## src/kwat_ram.sv

```systemverilog
`timescale 1ns / 1ps
// ----------------------------------------------------------------------------
// kwat_ram
// single port synchronous ram with registered read
// ----------------------------------------------------------------------------
module kwat_ram #(
  parameter int unsigned Width = 8,
  parameter int unsigned Depth = 16,
  parameter int unsigned AddrW = (Depth > 1) ? $clog2(Depth) : 1
) (
  input  logic             clk_i,
  input  logic             we_i,
  input  logic [AddrW-1:0] addr_i,
  input  logic [Width-1:0] wdata_i,
  output logic [Width-1:0] rdata_o
);

  logic [Width-1:0] mem_q [Depth];

  always_ff @(posedge clk_i) begin
    if (we_i) begin
      mem_q[addr_i] <= wdata_i;
    end
    rdata_o <= mem_q[addr_i];
  end

endmodule

```

## config.mk

```make
export PLATFORM = sky130hd
export DESIGN_NAME = kwat_ram
export DESIGN_NICKNAME = d
export VERILOG_FILES = /design/src/kwat_ram.sv
export SDC_FILE = /design/constraint.sdc
export NUM_CORES = 1
export LEC_CHECK = 0
export BUFFER_PORTS_ARGS = -buffer_cell sky130_fd_sc_hd__buf_2
export CORE_UTILIZATION = 40
export CTS_CLUSTER_DIAMETER = 60
export DETAILED_ROUTE_END_ITERATION = 16
export GPL_TIMING_DRIVEN = 0
export PLACE_DENSITY = 0.61
export SETUP_SLACK_MARGIN = 0.1
export SYNTH_ARGS = -nofsm -noshare
export SYNTH_HDL_FRONTEND = slang
export SYNTH_SLANG_ARGS = --single-unit
```

## constraint.sdc

```tcl
create_clock -name clk_i -period 2.5 [get_ports clk_i]
set_input_delay 0.5 -clock clk_i [delete_from_list [all_inputs] [get_ports clk_i]]
set_output_delay 0.5 -clock clk_i [all_outputs]
set_load 0.05 [all_outputs]
```

Word-level counts from Yosys, hierarchy flattened
Memories as Yosys holds them, arrays and structs flattened. A register that Yosys moved wholly into a read port is not among the register bits.
Index checks and enable logic that the tools add are counted.
Widths: inputs -> output; s select.

word-level totals
  bits in registers = 0
  bits in writable memories = 128
  bits of input ports = 14
  output and inout port bits = 8
  word-level logic and storage cells = 3
  memories = 1

memory list
  memory  words  bits a word  rd ports  clocked after Yosys merged registers in  write ports  line  text
  mem_q   16     8            1         1                                        1            18    logic [Width-1:0] mem_q [Depth];

cells by class
  mux-type cells = 2

operators by type and width
  cell    count
  $mux 1  2

Depth between registers and ports, before layout
  depth after elaboration = 2
  gate-level depth with buffers = 5
  depth with buffers taken out = 3

Worst setup path before layout
No wires, ideal clock.

  kind = input-to-reg
  from = in addr_i[2]
  to = mem mem_q[0][0] (enable)
  library setup time = 383 ps
  data arrival time = 1610 ps
  data required time = 2117 ps
  slack = 507 ps
  stages on the path = 2
  buffers on the path = 0
  cells stage by stage = or3b_2 > nor3_1

RTL lines
  element      line  text
  from (decl)  13    input logic [AddrW-1:0] addr_i,
  to (decl)    18

Straight into the memory's write port.

Worst setup path in the final report
  from = in addr_i[1]
  to = mem mem_q[10][3] (enable)

Straight into the memory's write port.

==> impl_summary.log <==
[metrics] status: completed
[metrics] startpoint of the lowest-slack register-to-register path: mem_q[7][6]$_DFFE_PP_
[metrics] maximum frequency from static timing analysis: ~460 MHz
[metrics] overall via count from detail_route: 2379
[metrics] Reg area: about 4000 µm²
[metrics] power per standard cell area: about 900 nW/µm²
[metrics] worst setup slack after placement: -0.204 ns
[metrics] area occupied by multi-input gates: roughly 1000 µm²
[metrics] setup skew after layout: 0.00339 ns
[metrics] number of flops mapped to enable cells by yosys: between 100 and 150
[metrics] share of the clock period used by the worst path: 87.3%
[metrics] Synth Area in Simple Gates: around 3.2%
[metrics] Synth Area in Adders: 0%
[metrics] per-cell routed wire length: 21.9 µm
[metrics] final hold slack: 0.503 ns
[metrics] critical-path cell with the highest stage delay: sky130_fd_sc_hd__nor2_1
[metrics] Die Area: around 13000 µm²
[metrics] count of input and output buffers: 19
[metrics] number of global-route vias before repair: between 2000 and 2500
[metrics] Starting Density: about two fifths
[metrics] max-slew violation count: 0
[metrics] main area contributors after synthesis: sky130_fd_sc_hd__edfxtp_1 76%, sky130_fd_sc_hd__mux4_2 14%, sky130_fd_sc_hd__dfxtp_1 3.2%
[metrics] Top Ports: 22
[metrics] Final Hold Viols: 0
[metrics] Least-Margin Pin Slew: about 1.2 ns
[metrics] global routing usage summed across all routing layers: between 10% and 20%
[metrics] crit-path max FO: 10
[metrics] proportion of synthesized area in mux cells: 14.2%
[metrics] endpoint required time on the critical path: 2.53 ns
[metrics] crit start category: input pin
[metrics] mean number of vias per cell: 5.30
[metrics] Worst path max stage delay: 0.69 ns
[metrics] cell type with the highest aggregate area in the netlist: sky130_fd_sc_hd__edfxtp_1
[metrics] sinks on the clock net: 136
[metrics] Synth Area in XOR/XNOR: 0%
[metrics] Yosys warning total: 0
[metrics] post-route antenna net violation count: 0
[metrics] number of buffers added to fix hold violations after cts: 0
[metrics] number of maximum-capacitance violations: 0
[metrics] Final Wtd Congestion: 0.738
[metrics] final setup violation count: 0
[metrics] Critical Setup Path Class: in2reg
[metrics] wire length of the first global-routing pass: approximately 15000 µm
[metrics] synthesized area per cell: between 20 and 25 µm²
[metrics] Most used DFF post-synth: sky130_fd_sc_hd__edfxtp_1
[metrics] gr ovfl total: 0
[metrics] Resized Gates After CTS: 0
[metrics] IR drop worst, VDD: roughly 0.51 mV
[metrics] number of clock buffers inserted by TritonCTS: 17
[metrics] fin nets: approximately 280
[metrics] Static Leak: 0.00195 µW
[metrics] antenna violations before repair: 0
[metrics] Final HPWL DP: 6120 µm
[metrics] number of distinct standard cells referenced by the synthesized netlist: 18
[metrics] number of standard cells in the layout, taps in and fillers out: about 450
[metrics] number of storage elements in the synthesis netlist: 136
[metrics] area fraction in compound gates after synthesis: 2.37%
[metrics] drt total wl: slightly below 10000 µm
[metrics] post-CTS setup buffer count: 0
[metrics] worst hold path type: in2reg
[metrics] Async SR Flop Fraction: 0%
[metrics] maximum number of pins on one net before global-route repair: 17
[metrics] most common cell in the netlist: sky130_fd_sc_hd__edfxtp_1
[metrics] Post-Place Cells: about 420
[metrics] final critical delay including setup and external delays: ~2.2 ns
[metrics] DRC violations left: 0
[metrics] clock tree root driver cell: sky130_fd_sc_hd__clkbuf_16
[metrics] clk_lat worst skew: around 0.40 ns
[metrics] DRT Pass-1 Iters: 5
[metrics] most instantiated cells after synthesis: 128 x sky130_fd_sc_hd__edfxtp_1, 32 x sky130_fd_sc_hd__mux4_2, 16 x sky130_fd_sc_hd__a22oi_1, 13 x sky130_fd_sc_hd__nor2_1, 9 x sky130_fd_sc_hd__nand2_1
[metrics] endpoint type of the worst setup path: register
[metrics] Post-Syn Instances: 230
[metrics] maximum buffer depth of the clock tree: 2
[metrics] standard-cell rows: 40
[metrics] layout filler cell count: between 900 and 1000
[metrics] layout overhead on the synthesized area: 18.7%
[metrics] fraction of synthesized cell area taken by the top area cell type: roughly three quarters
[metrics] max_slew headroom: around 16%
[metrics] crit path DAT: between 2 and 2.5 ns
[metrics] ratio of cells with drive above 1 in the final layout: 31.0%
[metrics] Cell Area, Synth: just over 5000 µm²
[metrics] post-synthesis sequential area ratio: roughly four fifths
[metrics] clock slew at reported path FFs: around 0.060 ns
[metrics] clock tree from TritonCTS: built
[metrics] core area: around 12000 µm²
[metrics] die boundary width: ~110 µm
[metrics] height of the die: roughly 110 µm
[metrics] number of antenna repair diodes: 0
[metrics] RSZ-0062 raised after global routing: false
[metrics] number of DRC markers in iteration 0: 213
[metrics] start point of the critical path: addr_i[1]
[metrics] Hold Crit Start: wdata_i[3]
[metrics] ordered list of cells on the worst path: buf_2, buf_1, nand2b_1, nor2_1
[metrics] net count after synthesis: about 240
[metrics] Finished Core Util: 49.5%
[metrics] maximum level of the CTS H-tree: 4
[metrics] combinational family with the most area after synthesis: multiplexers
[metrics] slack of the critical path: 0.318 ns
-- metal layers --
metal | wire, µm | track usage [%] | share of wire [%]
met1 | 4380 | 24.1 | 44
met2 | 4550 | 24.8 | 46
met3 | 774 | 4.13 | 7.9
met4 | 140 | 5.45 | 1.4
met5 | 0 | 0 | 0
-- report_power, final --
| part | internal [µW] | switching, µW | leakage, µW |
|---|---|---|---|
| Sequential | 2550 | 12.0 | 0.00122 |
| Combinational | 96.6 | 195 | 0.000419 |
| Clock | 1760 | 896 | 0.000306 |
| Total | 4410 | 1100 | 0.00195 |
-- cell type report --
class	count	area share, %
Tap cell	168	3.49
Clock inverter	14	3.41
Sequential cell	136	66.5
Multi-Input combinational cell	83	16.8
Clock buffer	18	7.13
Buffer	11	0.998
Timing Repair Buffer	19	1.58
-- path summary, 6_finish.rpt --
kind	to	slack, ns	cells past startpoint
max	mem_q[10][3]$_DFFE_PP_	0.32	4
min	mem_q[1][3]$_DFFE_PP_	0.50	1
max reg2reg	rdata_o[6]$_DFF_P_	1.16	3
min reg2reg	rdata_o[4]$_DFF_P_	0.71	3
-- cells in the final DEF (no fill, tap or decap) --
cell type,n
sky130_fd_sc_hd__a22oi_1,16
sky130_fd_sc_hd__and2_1,1
sky130_fd_sc_hd__buf_1,4
sky130_fd_sc_hd__buf_2,21
sky130_fd_sc_hd__buf_6,2
sky130_fd_sc_hd__bufinv_16,5
sky130_fd_sc_hd__clkbuf_1,3
sky130_fd_sc_hd__clkbuf_16,17
sky130_fd_sc_hd__clkbuf_2,1
sky130_fd_sc_hd__clkinv_1,3
sky130_fd_sc_hd__clkinv_2,2
sky130_fd_sc_hd__clkinv_4,3
sky130_fd_sc_hd__clkinvlp_4,1
sky130_fd_sc_hd__dfxtp_1,8
sky130_fd_sc_hd__edfxtp_1,128
sky130_fd_sc_hd__mux4_2,32
sky130_fd_sc_hd__nand2_1,9
sky130_fd_sc_hd__nand2b_1,2
sky130_fd_sc_hd__nand3_1,1
sky130_fd_sc_hd__nand3b_1,2
sky130_fd_sc_hd__nor2_1,13
sky130_fd_sc_hd__nor2b_1,2
sky130_fd_sc_hd__nor3_1,2
sky130_fd_sc_hd__nor3_2,2
sky130_fd_sc_hd__or3b_2,1
-- worst max-delay path, delay by kind of cell --
family	cells	cell delay (ns)
buffers and inverters	2	0.77
and+or+nand+nor	2	0.94
-- state kept, by name, indices dropped and copies added, names as in the netlist --
name,count
mem_q,128
rdata_o,8
-- metrics by stage --
step / total power, µW / TNS, ns / area [µm²]
after floorplan: 2790 / 0 / 5070
after global placement: 2900 / -3.69 / 5370
after detailed placement: 2900 / -4.80 / 5370
after CTS: 5540 / 0 / 6010
after global routing: 5660 / 0 / 6020
final: 5510 / 0 / 6020
-- cell families (layout without fill, tap and decap cells) --
kind of cell	count (synthesis)	count (layout)
DFF	136	136
buffers and inverters	11	62
muxes	32	32
AOI/OAI and AO/OA	16	16
and+or+nand+nor	35	35
No activity file was read; power rests on OpenSTA's default activity.
